File: config.mk
export PLATFORM = sky130hd
export DESIGN_NAME = uuid_v1_generator_flat
export DESIGN_NICKNAME = d
export VERILOG_FILES = /design/src/design/uuidv1_pkg.sv /design/src/design/uuidv1_if.sv /design/src/design/uuidv1_ctrl.sv /design/src/design/uuidv1_dp.sv /design/src/design/uuid_v1_generator.sv /design/src/flat_wrapper.sv
export VERILOG_INCLUDE_DIRS = /design/src /design/src/design
export SDC_FILE = /design/constraint.sdc
export NUM_CORES = 1
export LEC_CHECK = 0
export BUFFER_PORTS_ARGS = -buffer_cell sky130_fd_sc_hd__buf_2
export CAP_MARGIN = 20
export CORE_MARGIN = 2
export CORE_UTILIZATION = 54
export DETAILED_ROUTE_END_ITERATION = 16
export HOLD_SLACK_MARGIN = 0.06
export PLACE_DENSITY = 0.72
export SLEW_MARGIN = 40
export SYNTH_ARGS = -nofsm -noshare
export SYNTH_HDL_FRONTEND = slang
export SYNTH_SLANG_ARGS = --single-unit
File: constraint.sdc
create_clock -name clk -period 18.89 [get_ports clk]
set_clock_uncertainty 0.05 [all_clocks]
set_input_delay 0.9445 -clock clk [delete_from_list [all_inputs] [get_ports clk]]
set_output_delay 0.9445 -clock clk [all_outputs]
set_load 0.005 [all_outputs]
File: src/design/uuid_v1_generator_assert.svh
// Assertion macros shared by the UUID generator RTL.
`ifndef UUID_V1_GENERATOR_ASSERT_SVH
`define UUID_V1_GENERATOR_ASSERT_SVH

// Same-cycle implication, checked outside reset.
`define UUIDV1_ASSERT_NOW(label, clk, rst_n, ante, cons) \
    label: assert property (@(posedge clk) disable iff (!rst_n) (ante) |-> (cons)) \
        else $error("uuid_v1_generator assertion failed");

// Next-cycle implication, checked outside reset.
`define UUIDV1_ASSERT_NEXT(label, clk, rst_n, ante, cons) \
    label: assert property (@(posedge clk) disable iff (!rst_n) (ante) |=> (cons)) \
        else $error("uuid_v1_generator assertion failed");

`endif

File: src/design/uuidv1_pkg.sv
// Package with constants and controller/datapath types of the UUID generator.
`default_nettype none

package uuidv1_pkg;

    // 141427 days in 100 ns units: Gregorian reform to the Unix epoch.
    localparam logic [63:0] GREG_OFFSET  = 64'h01B2_1DD2_1381_4000;
    localparam logic [15:0] VERSION_BITS = 16'h1000;
    localparam logic [15:0] VARIANT_BIT  = 16'h8000;
    localparam logic [1:0]  NODE_WORDS_LAST = 2'd2;

    typedef enum logic [3:0] {
        OP_NONE,
        OP_CAPTURE,
        OP_FIRST,
        OP_WARM,
        OP_NODE,
        OP_SEQ,
        OP_SUM,
        OP_CMP,
        OP_ADJ,
        OP_APPLY,
        OP_EMIT
    } dp_op_t;

    typedef struct packed {
        logic lfsr_zero;
        logic count_zero;
        logic node_last;
        logic out_busy;
    } dp_status_t;

endpackage

`default_nettype wire

File: src/design/uuidv1_if.sv
// Handshake interfaces for the request and response channels.
`default_nettype none

interface uuidv1_req_if;
    logic        valid;
    logic        ready;
    logic        opcode;
    logic [59:0] now_time;
    logic [15:0] seed_value;

    modport source (output valid, output opcode, output now_time, output seed_value,
                    input ready);
    modport sink   (input valid, input opcode, input now_time, input seed_value,
                    output ready);
endinterface

interface uuidv1_rsp_if;
    logic        valid;
    logic        ready;
    logic [31:0] stamp_low;
    logic [15:0] stamp_mid;
    logic [15:0] time_high_version;
    logic [15:0] clock_sequence;
    logic [47:0] node_id;
    logic        seed_missing;

    modport source (output valid, output stamp_low, output stamp_mid,
                    output time_high_version, output clock_sequence,
                    output node_id, output seed_missing, input ready);
    modport sink   (input valid, input stamp_low, input stamp_mid,
                    input time_high_version, input clock_sequence,
                    input node_id, input seed_missing, output ready);
endinterface

`default_nettype wire

File: src/design/uuidv1_ctrl.sv
// Controller state machine that sequences reseed and generate transactions.
`default_nettype none

module uuidv1_ctrl (
    input  wire logic                   clk,
    input  wire logic                   rst_n,
    input  wire logic                   req_valid,
    input  wire logic                   req_opcode,
    output logic                        req_ready,
    input  wire uuidv1_pkg::dp_status_t status,
    output uuidv1_pkg::dp_op_t          op
);

    typedef enum logic [3:0] {
        S_IDLE,
        S_FIRST,
        S_WARM,
        S_NODE,
        S_SEQ,
        S_SUM,
        S_CMP,
        S_ADJ,
        S_APPLY,
        S_OUT
    } state_t;

    state_t state_reg;
    state_t state_next;

    assign req_ready = (state_reg == S_IDLE);

    always_comb
    begin
        state_next = state_reg;
        op         = uuidv1_pkg::OP_NONE;
        case (state_reg)
            S_IDLE:
            begin
                if (req_valid)
                begin
                    op = uuidv1_pkg::OP_CAPTURE;
                    if (req_opcode)
                        state_next = S_FIRST;
                    else if (status.lfsr_zero)
                        state_next = S_OUT;
                    else
                        state_next = S_SUM;
                end
            end
            S_FIRST:
            begin
                op         = uuidv1_pkg::OP_FIRST;
                state_next = S_WARM;
            end
            S_WARM:
            begin
                op = uuidv1_pkg::OP_WARM;
                if (status.count_zero)
                    state_next = S_NODE;
            end
            S_NODE:
            begin
                op = uuidv1_pkg::OP_NODE;
                if (status.node_last)
                    state_next = S_SEQ;
            end
            S_SEQ:
            begin
                op         = uuidv1_pkg::OP_SEQ;
                state_next = S_IDLE;
            end
            S_SUM:
            begin
                op         = uuidv1_pkg::OP_SUM;
                state_next = S_CMP;
            end
            S_CMP:
            begin
                op         = uuidv1_pkg::OP_CMP;
                state_next = S_ADJ;
            end
            S_ADJ:
            begin
                op         = uuidv1_pkg::OP_ADJ;
                state_next = S_APPLY;
            end
            S_APPLY:
            begin
                op         = uuidv1_pkg::OP_APPLY;
                state_next = S_OUT;
            end
            S_OUT:
            begin
                // Wait here until the output register can take the result.
                if (!status.out_busy)
                begin
                    op         = uuidv1_pkg::OP_EMIT;
                    state_next = S_IDLE;
                end
            end
            default:
            begin
                state_next = S_IDLE;
            end
        endcase
    end

    always_ff @(posedge clk or negedge rst_n)
    begin
        if (!rst_n)
            state_reg <= S_IDLE;
        else
            state_reg <= state_next;
    end

endmodule

`default_nettype wire

File: src/design/uuidv1_dp.sv
// Datapath: LFSR, timestamp arithmetic, generator state and output register.
`default_nettype none

module uuidv1_dp (
    input  wire logic                   clk,
    input  wire logic                   rst_n,
    input  wire uuidv1_pkg::dp_op_t     op,
    output uuidv1_pkg::dp_status_t      status,
    input  wire logic                   req_opcode,
    input  wire logic [59:0]            req_now_time,
    input  wire logic [15:0]            req_seed_value,
    input  wire logic                   rsp_ready,
    output logic                        rsp_valid,
    output logic [31:0]                 rsp_stamp_low,
    output logic [15:0]                 rsp_stamp_mid,
    output logic [15:0]                 rsp_time_high_version,
    output logic [15:0]                 rsp_clock_sequence,
    output logic [47:0]                 rsp_node_id,
    output logic                        rsp_seed_missing
);

    // Architectural state.
    logic [15:0] lfsr_reg;
    logic [31:0] borrowed_reg;
    logic [63:0] last_reg;
    logic [15:0] cseq_reg;
    logic [47:0] node_reg;

    // Sequencing state.
    logic [2:0]  count_reg;
    logic [1:0]  node_cnt_reg;
    logic        miss_reg;
    logic        gt_reg;
    logic        eq_reg;
    logic        valid_reg;

    // Working values of one transaction.
    logic [63:0] base_reg;
    logic [63:0] tv_reg;
    logic [63:0] room_reg;
    logic [31:0] d_reg;

    // Output payload.
    logic [31:0] tlow_reg;
    logic [15:0] tmid_reg;
    logic [15:0] thigh_reg;
    logic [15:0] oseq_reg;
    logic [47:0] onode_reg;
    logic        omiss_reg;

    logic        feedback;
    logic [15:0] draw_word;

    assign feedback  = lfsr_reg[0] ^ lfsr_reg[2] ^ lfsr_reg[3] ^ lfsr_reg[5];
    assign draw_word = {feedback, lfsr_reg[15:1]};

    assign status.lfsr_zero  = (lfsr_reg == 16'd0);
    assign status.count_zero = (count_reg == 3'd0);
    assign status.node_last  = (node_cnt_reg == uuidv1_pkg::NODE_WORDS_LAST);
    assign status.out_busy   = valid_reg && !rsp_ready;

    always_ff @(posedge clk or negedge rst_n)
    begin
        if (!rst_n)
        begin
            lfsr_reg     <= '0;
            borrowed_reg <= '0;
            last_reg     <= '0;
            cseq_reg     <= '0;
            node_reg     <= '0;
            count_reg    <= '0;
            node_cnt_reg <= '0;
            miss_reg     <= 1'b0;
            gt_reg       <= 1'b0;
            eq_reg       <= 1'b0;
            valid_reg    <= 1'b0;
        end
        else
        begin
            // A new result may replace one that leaves in the same cycle.
            if (op == uuidv1_pkg::OP_EMIT)
                valid_reg <= 1'b1;
            else if (valid_reg && rsp_ready)
                valid_reg <= 1'b0;
            case (op)
                uuidv1_pkg::OP_CAPTURE:
                begin
                    node_cnt_reg <= '0;
                    miss_reg     <= (lfsr_reg == 16'd0);
                    if (req_opcode)
                        lfsr_reg <= lfsr_reg ^ req_seed_value;
                end
                uuidv1_pkg::OP_FIRST:
                begin
                    lfsr_reg  <= draw_word;
                    count_reg <= draw_word[2:0];
                end
                uuidv1_pkg::OP_WARM:
                begin
                    // Warm-up stops early once the LFSR reads zero.
                    if (count_reg != 3'd0)
                    begin
                        lfsr_reg <= draw_word;
                        if (draw_word == 16'd0)
                            count_reg <= '0;
                        else
                            count_reg <= count_reg - 3'd1;
                    end
                end
                uuidv1_pkg::OP_NODE:
                begin
                    // Shift in from the top so the first word ends lowest.
                    lfsr_reg     <= draw_word;
                    node_reg     <= {draw_word, node_reg[47:16]};
                    node_cnt_reg <= node_cnt_reg + 2'd1;
                end
                uuidv1_pkg::OP_SEQ:
                begin
                    lfsr_reg <= draw_word;
                    cseq_reg <= draw_word;
                end
                uuidv1_pkg::OP_CMP:
                begin
                    gt_reg <= (tv_reg > last_reg);
                    eq_reg <= (tv_reg == last_reg);
                end
                uuidv1_pkg::OP_ADJ:
                begin
                    if (!gt_reg)
                    begin
                        if (eq_reg && (borrowed_reg != 32'hFFFF_FFFF))
                            borrowed_reg <= borrowed_reg + 32'd1;
                        else
                        begin
                            // Time went back or the borrow count wrapped:
                            // restart from the sampled time with a new sequence.
                            lfsr_reg     <= draw_word;
                            cseq_reg     <= draw_word | uuidv1_pkg::VARIANT_BIT;
                            borrowed_reg <= '0;
                        end
                    end
                end
                uuidv1_pkg::OP_APPLY:
                begin
                    if (gt_reg)
                        borrowed_reg <= borrowed_reg - d_reg;
                end
                uuidv1_pkg::OP_EMIT:
                begin
                    if (!miss_reg)
                        last_reg <= tv_reg;
                end
                default:
                begin
                end
            endcase
        end
    end

    always_ff @(posedge clk)
    begin
        case (op)
            uuidv1_pkg::OP_CAPTURE:
            begin
                base_reg <= {4'd0, req_now_time} + uuidv1_pkg::GREG_OFFSET;
            end
            uuidv1_pkg::OP_SUM:
            begin
                tv_reg <= base_reg + {32'd0, borrowed_reg};
            end
            uuidv1_pkg::OP_CMP:
            begin
                room_reg <= tv_reg - last_reg - 64'd1;
            end
            uuidv1_pkg::OP_ADJ:
            begin
                if (gt_reg)
                begin
                    if ({32'd0, borrowed_reg} < room_reg)
                        d_reg <= borrowed_reg;
                    else
                        d_reg <= room_reg[31:0];
                end
                else if (eq_reg && (borrowed_reg != 32'hFFFF_FFFF))
                    tv_reg <= tv_reg + 64'd1;
                else
                    tv_reg <= base_reg;
            end
            uuidv1_pkg::OP_APPLY:
            begin
                if (gt_reg)
                    tv_reg <= tv_reg - {32'd0, d_reg};
            end
            uuidv1_pkg::OP_EMIT:
            begin
                omiss_reg <= miss_reg;
                if (miss_reg)
                begin
                    tlow_reg  <= '0;
                    tmid_reg  <= '0;
                    thigh_reg <= '0;
                    oseq_reg  <= '0;
                    onode_reg <= '0;
                end
                else
                begin
                    tlow_reg  <= tv_reg[31:0];
                    tmid_reg  <= tv_reg[47:32];
                    thigh_reg <= tv_reg[63:48] | uuidv1_pkg::VERSION_BITS;
                    oseq_reg  <= cseq_reg;
                    onode_reg <= node_reg;
                end
            end
            default:
            begin
            end
        endcase
    end

    assign rsp_valid             = valid_reg;
    assign rsp_stamp_low         = tlow_reg;
    assign rsp_stamp_mid         = tmid_reg;
    assign rsp_time_high_version = thigh_reg;
    assign rsp_clock_sequence    = oseq_reg;
    assign rsp_node_id           = onode_reg;
    assign rsp_seed_missing      = omiss_reg;

endmodule

`default_nettype wire

File: src/design/uuid_v1_generator.sv
// Top level of the time-based UUID generator: controller, datapath, checks.
//
//  channel | role   | carries
//  --------+--------+------------------------------------------------------
//  req_ch  | sink   | opcode, now_time, seed_value
//  rsp_ch  | source | stamp_low, stamp_mid, time_high_version, clock_sequence,
//          |        | node_id, seed_missing
//
// One transaction is worked on at a time; req_ch.ready is high only while idle.
// Generate runs the 64-bit timestamp add, compare and trim, then loads the result
// register (a missing seed skips to it); reseed steps the LFSR and gives no result.
// A stalled rsp_ch holds the controller in its final state; rst_n clears the state
// registers but not the working values or the output payload.
`default_nettype none

`include "uuid_v1_generator_assert.svh"

module uuid_v1_generator (
    input  wire logic     clk,
    input  wire logic     rst_n,
    uuidv1_req_if.sink    req_ch,
    uuidv1_rsp_if.source  rsp_ch
);

    uuidv1_pkg::dp_op_t     op;
    uuidv1_pkg::dp_status_t status;
    logic                   miss_zero;
    logic                   real_uuid;

    uuidv1_ctrl u_ctrl (
        .clk        (clk),
        .rst_n      (rst_n),
        .req_valid  (req_ch.valid),
        .req_opcode (req_ch.opcode),
        .req_ready  (req_ch.ready),
        .status     (status),
        .op         (op)
    );

    uuidv1_dp u_dp (
        .clk                   (clk),
        .rst_n                 (rst_n),
        .op                    (op),
        .status                (status),
        .req_opcode            (req_ch.opcode),
        .req_now_time          (req_ch.now_time),
        .req_seed_value        (req_ch.seed_value),
        .rsp_ready             (rsp_ch.ready),
        .rsp_valid             (rsp_ch.valid),
        .rsp_stamp_low         (rsp_ch.stamp_low),
        .rsp_stamp_mid         (rsp_ch.stamp_mid),
        .rsp_time_high_version (rsp_ch.time_high_version),
        .rsp_clock_sequence    (rsp_ch.clock_sequence),
        .rsp_node_id           (rsp_ch.node_id),
        .rsp_seed_missing      (rsp_ch.seed_missing)
    );

    assign miss_zero = (rsp_ch.stamp_low == 32'd0) && (rsp_ch.stamp_mid == 16'd0) &&
                       (rsp_ch.node_id == 48'd0) && (rsp_ch.clock_sequence == 16'd0) &&
                       (rsp_ch.time_high_version == 16'd0);
    assign real_uuid = rsp_ch.valid && !rsp_ch.seed_missing;

    // A missing seed reports all-zero fields.
    `UUIDV1_ASSERT_NOW(a_miss_zero, clk, rst_n, rsp_ch.valid && rsp_ch.seed_missing, miss_zero)

    // A real UUID always carries the version bits.
    `UUIDV1_ASSERT_NOW(a_version, clk, rst_n, real_uuid, rsp_ch.time_high_version[12])

    // Transactions are worked on one at a time.
    `UUIDV1_ASSERT_NEXT(a_one_at_a_time, clk, rst_n, req_ch.valid && req_ch.ready, !req_ch.ready)

endmodule

`default_nettype wire
File: src/flat_wrapper.sv
// flat-port wrapper written by rule: the top's interface ports become plain ports
module uuid_v1_generator_flat 
  (clk, rst_n, req_ch_valid, req_ch_opcode, req_ch_now_time, req_ch_seed_value, req_ch_ready, rsp_ch_valid, rsp_ch_stamp_low, rsp_ch_stamp_mid, rsp_ch_time_high_version, rsp_ch_clock_sequence, rsp_ch_node_id, rsp_ch_seed_missing, rsp_ch_ready);
  uuidv1_req_if req_ch_i ();
  uuidv1_rsp_if rsp_ch_i ();
  input  wire logic clk;
  input  wire logic rst_n;
  input wire logic [$bits(req_ch_i.valid)-1:0] req_ch_valid;
  input wire logic [$bits(req_ch_i.opcode)-1:0] req_ch_opcode;
  input wire logic [$bits(req_ch_i.now_time)-1:0] req_ch_now_time;
  input wire logic [$bits(req_ch_i.seed_value)-1:0] req_ch_seed_value;
  output wire logic [$bits(req_ch_i.ready)-1:0] req_ch_ready;
  output wire logic [$bits(rsp_ch_i.valid)-1:0] rsp_ch_valid;
  output wire logic [$bits(rsp_ch_i.stamp_low)-1:0] rsp_ch_stamp_low;
  output wire logic [$bits(rsp_ch_i.stamp_mid)-1:0] rsp_ch_stamp_mid;
  output wire logic [$bits(rsp_ch_i.time_high_version)-1:0] rsp_ch_time_high_version;
  output wire logic [$bits(rsp_ch_i.clock_sequence)-1:0] rsp_ch_clock_sequence;
  output wire logic [$bits(rsp_ch_i.node_id)-1:0] rsp_ch_node_id;
  output wire logic [$bits(rsp_ch_i.seed_missing)-1:0] rsp_ch_seed_missing;
  input wire logic [$bits(rsp_ch_i.ready)-1:0] rsp_ch_ready;
  assign req_ch_i.valid = req_ch_valid;
  assign req_ch_i.opcode = req_ch_opcode;
  assign req_ch_i.now_time = req_ch_now_time;
  assign req_ch_i.seed_value = req_ch_seed_value;
  assign req_ch_ready = req_ch_i.ready;
  assign rsp_ch_valid = rsp_ch_i.valid;
  assign rsp_ch_stamp_low = rsp_ch_i.stamp_low;
  assign rsp_ch_stamp_mid = rsp_ch_i.stamp_mid;
  assign rsp_ch_time_high_version = rsp_ch_i.time_high_version;
  assign rsp_ch_clock_sequence = rsp_ch_i.clock_sequence;
  assign rsp_ch_node_id = rsp_ch_i.node_id;
  assign rsp_ch_seed_missing = rsp_ch_i.seed_missing;
  assign rsp_ch_i.ready = rsp_ch_ready;
  uuid_v1_generator u_core (.clk(clk), .rst_n(rst_n), .req_ch(req_ch_i), .rsp_ch(rsp_ch_i));
endmodule
==> metrics.md <==
| Metric | Value |
|---|---|
| Hold Path Class | in -> async |
| CTS tree | built |
| I/O pins | 212 |
| YS warnings | 0 |
| Crit end category | flop |
| Die height | 259 µm |
| Max-Cap Viols | 0 |
| GRT Resource Usage Total | 0.300 |
| Total CTS buffers | 59 |
| Vias/cell | 6.18 |
| Routed WL | 102 mm |
| Avg WL per Cell | 21.2 µm |
| Fmax | 0.241 GHz |
| # nets final | 4174 |
| Detailed Route Iter0 Violations | 3725 |
| Sequential fraction of the synthesis area | 0.433 |
| CP max FO | 7 |
| Clock transition at path regs | 0.06 ns |
| Outcome | finished, final reports clean |
| Ant diodes | 0 |
| Via count | 29600 |
| Avg Cell Area, Syn | 9.35 µm² |
| Placed cells | 4685 |
| Antenna-violating nets left | 0 |
| Final GP Congestion | 0.997 |
| Worst slack, placed | 14.78 ns |
| Setup Viol. Count Final | 0 |
| Power per cell area | 150 nW/µm² |
| Die width | 259 µm |
| Core Footprint | 64500 µm² |
| Number of synthesized flops with an enable pin | 350 |
| Worst reg2reg setup slack | 14.74 ns |
| I/O Buffers | 211 |
| Share of cells above drive strength 1 | 0.110 |
| Reg2Reg Capture Point | u_core.u_dp.tv_reg[40] |
| Synth cell types | 98 |
| Post-route insts no fill | 4797 |
| Site Rows | 93 |
| Post-Syn Area | 35200 µm² |
| Headroom to the max-slew limit | 0.450 |
| Final core utilization | 0.605 |
| FF+latch count, synth | 539 |
| Syn Nets | 4049 |
| Drt first pass iters | 6 |
| Predominant post-synthesis flop cell | edfxtp_1 |
| R2r worst-path depth | 12 |
| Largest net degree at the start of global routing | 115 |
| Final Hold Fails | 0 |
| RR Startpoint | u_core.u_dp.borrowed_reg[0] |
| Later-pin clock latency in the skew report | 0.69 ns |
| Static Leak | 0.0157 µW |
| RSZ-0062 raised after global routing | false |
| Req. time, crit path | 19.23 ns |
| Vias in the first global route | 27600 |
| H-tree depth | 2 |
| Post-CTS resize count | 0 |
| Hold Buf Count CTS | 0 |
| Gate Count Post-Synth | 3766 |
| Hpwl dp | 75.0 mm |
| Fin. max-slew vios | 0 |
| Clk root buf | clkbuf_16 |
| Startpoint types | flop |
| Ys async rst share | 0.351 |
| Initial core utilization | 0.546 |
| Initial antenna violation count | 2 |
| Final setup margin | 14.74 ns |
| Setup TNS | 0 ns |
| Area growth syn-to-layout | 10.8% |
| First-pass GRT wire length | 158 mm |
| Post-CTS Setup Inserts | 0 |
| Fin crit period | 4.15 ns |
| Fin crit share | 0.220 |
| Worst-Margin Slew | 0.819 ns |
| Worst-case clock buffer depth | 3 |
| Worst Setup Path Type | reg -> reg |
| Peak supply drop | 0.0992 mV |
| Drt drc | 0 |
| Total grt overflow | 0 |
| Crit path DAT | 4.50 ns |
| Full die area | 67300 µm² |
| CTS Sinks | 539 |
-- cell usage after synthesis (15+ instances only) --
cell type / count / area share
xnor2_1: 129 / 0.032
o211ai_1: 49 / 0.010
a21o_1: 117 / 0.025
dfrtp_1: 189 / 0.13
nor4_1: 40 / 0.0071
o21ai_1: 15 / 0.0021
a21oi_1: 257 / 0.037
nand2_1: 472 / 0.050
o21a_1: 28 / 0.0060
ha_1: 198 / 0.070
buf_2: 22 / 0.0031
and2_1: 21 / 0.0037
nand3_1: 113 / 0.016
a211oi_1: 37 / 0.0079
nor3_1: 70 / 0.010
clkbuf_1: 159 / 0.017
o21ai_0: 253 / 0.036
nor2b_1: 156 / 0.028
edfxtp_1: 350 / 0.30
o31ai_1: 18 / 0.0038
inv_1: 194 / 0.021
and3_1: 59 / 0.010
xor2_1: 123 / 0.031
a31oi_1: 31 / 0.0055
nand2b_1: 41 / 0.0073
mux2_2: 41 / 0.013
or3_1: 23 / 0.0041
o221ai_1: 36 / 0.0090
nand4_1: 70 / 0.012
o21bai_1: 26 / 0.0055
mux2i_1: 20 / 0.0057
nor2_1: 196 / 0.021
-- where the power goes --
group          total, µW  leakage [µW]  internal [µW]  switching, µW
Combinational       2580       0.00916           1010           1570
Clock               1200      0.000976            699            502
Sequential          2080       0.00560           1710            366
Total               5860        0.0157           3420           2440
-- routing by layer --
metal | vias up | GRT usage | part of all wire | routed length, µm
li1 | 14000 | - | - | -
met1 | 14100 | 0.467 | 0.46 | 46900
met2 | 1369 | 0.425 | 0.41 | 41800
met3 | 159 | 0.0570 | 0.11 | 10700
met4 | 0 | 0.0747 | 0.024 | 2420
met5 | - | 0 | 0 | 0
-- kinds of logic (layout without fill, tap and decap cells) --
family | after synthesis | count (layout) | synth area share
AOI/OAI and AO/OA | 1014 | 1014 | 0.187
xor gates and xnor gates | 252 | 252 | 0.0627
adders and majority gates | 202 | 202 | 0.0726
buffers and inverters | 377 | 553 | 0.0412
DFF | 539 | 539 | 0.433
muxes | 61 | 61 | 0.0188
and+or+nand+nor | 1321 | 1321 | 0.185
-- worst max-delay path, cell delays in order, from the launching register on --
cell and delay [ns]:
dfrtp_1 0.44, ha_1 0.27, fa_1 0.43, a21oi_1 0.23, nor3b_1 0.11, nor4b_1 0.57, a211oi_2 0.25, o2111ai_1 0.37
a21oi_1 0.27, o21ai_1 0.46, nor4_1 0.10, a211oi_1 0.23, o211ai_1 0.13
-- final cells by class --
cell class | instances | area [µm²]
multi-input cells | 2850 | 18600
flip-flops and latches | 539 | 15200
repair buffers | 247 | 1370
fillers | 5554 | 25500
well taps | 855 | 1070
inverters | 194 | 728
clock inverters | 28 | 384
clock buffers | 84 | 1630
-- worst max path at each step --
stage,from,to,slack [ns],cells after the start
3_5_place_dp,u_core.u_dp.tv_reg[0],u_core.u_dp.tv_reg[60],14.78,12
3_3_place_gp,u_core.u_dp.borrowed_reg[0],u_core.u_dp.tv_reg[60],14.83,11
5_1_grt,u_core.u_dp.tv_reg[1],u_core.u_dp.tv_reg[37],14.51,11
6_report,u_core.u_dp.borrowed_reg[0],u_core.u_dp.tv_reg[40],14.74,12
2_1_floorplan,u_core.u_ctrl.state_reg[0],u_core.u_dp.rsp_clock_sequence[0],11.83,5
4_1_cts,u_core.u_dp.borrowed_reg[0],u_core.u_dp.tv_reg[40],14.80,12
-- per-stage QoR --
step / area (µm²) / hold WS (ns) / total power [µW]
2_1_floorplan: 35200 / 0.388 / 3870
3_3_place_gp: 36900 / 0.400 / 4560
3_5_place_dp: 37000 / 0.405 / 4590
4_1_cts: 39000 / 0.204 / 5820
5_1_grt: 39000 / 0.189 / 6250
6_report: 39000 / 0.179 / 5860
-- layout by cell type (no fill, tap or decap), types with 123 or more instances in the layout --
master and instances:
nand2_1 469, edfxtp_1 350, a21oi_1 257, o21ai_0 252
buf_2 210, ha_1 198, nor2_1 193, inv_1 192
dfrtp_1 188, nor2b_1 156, xnor2_1 129, xor2_1 123
Note: power is estimated with default switching activity, not from simulation.
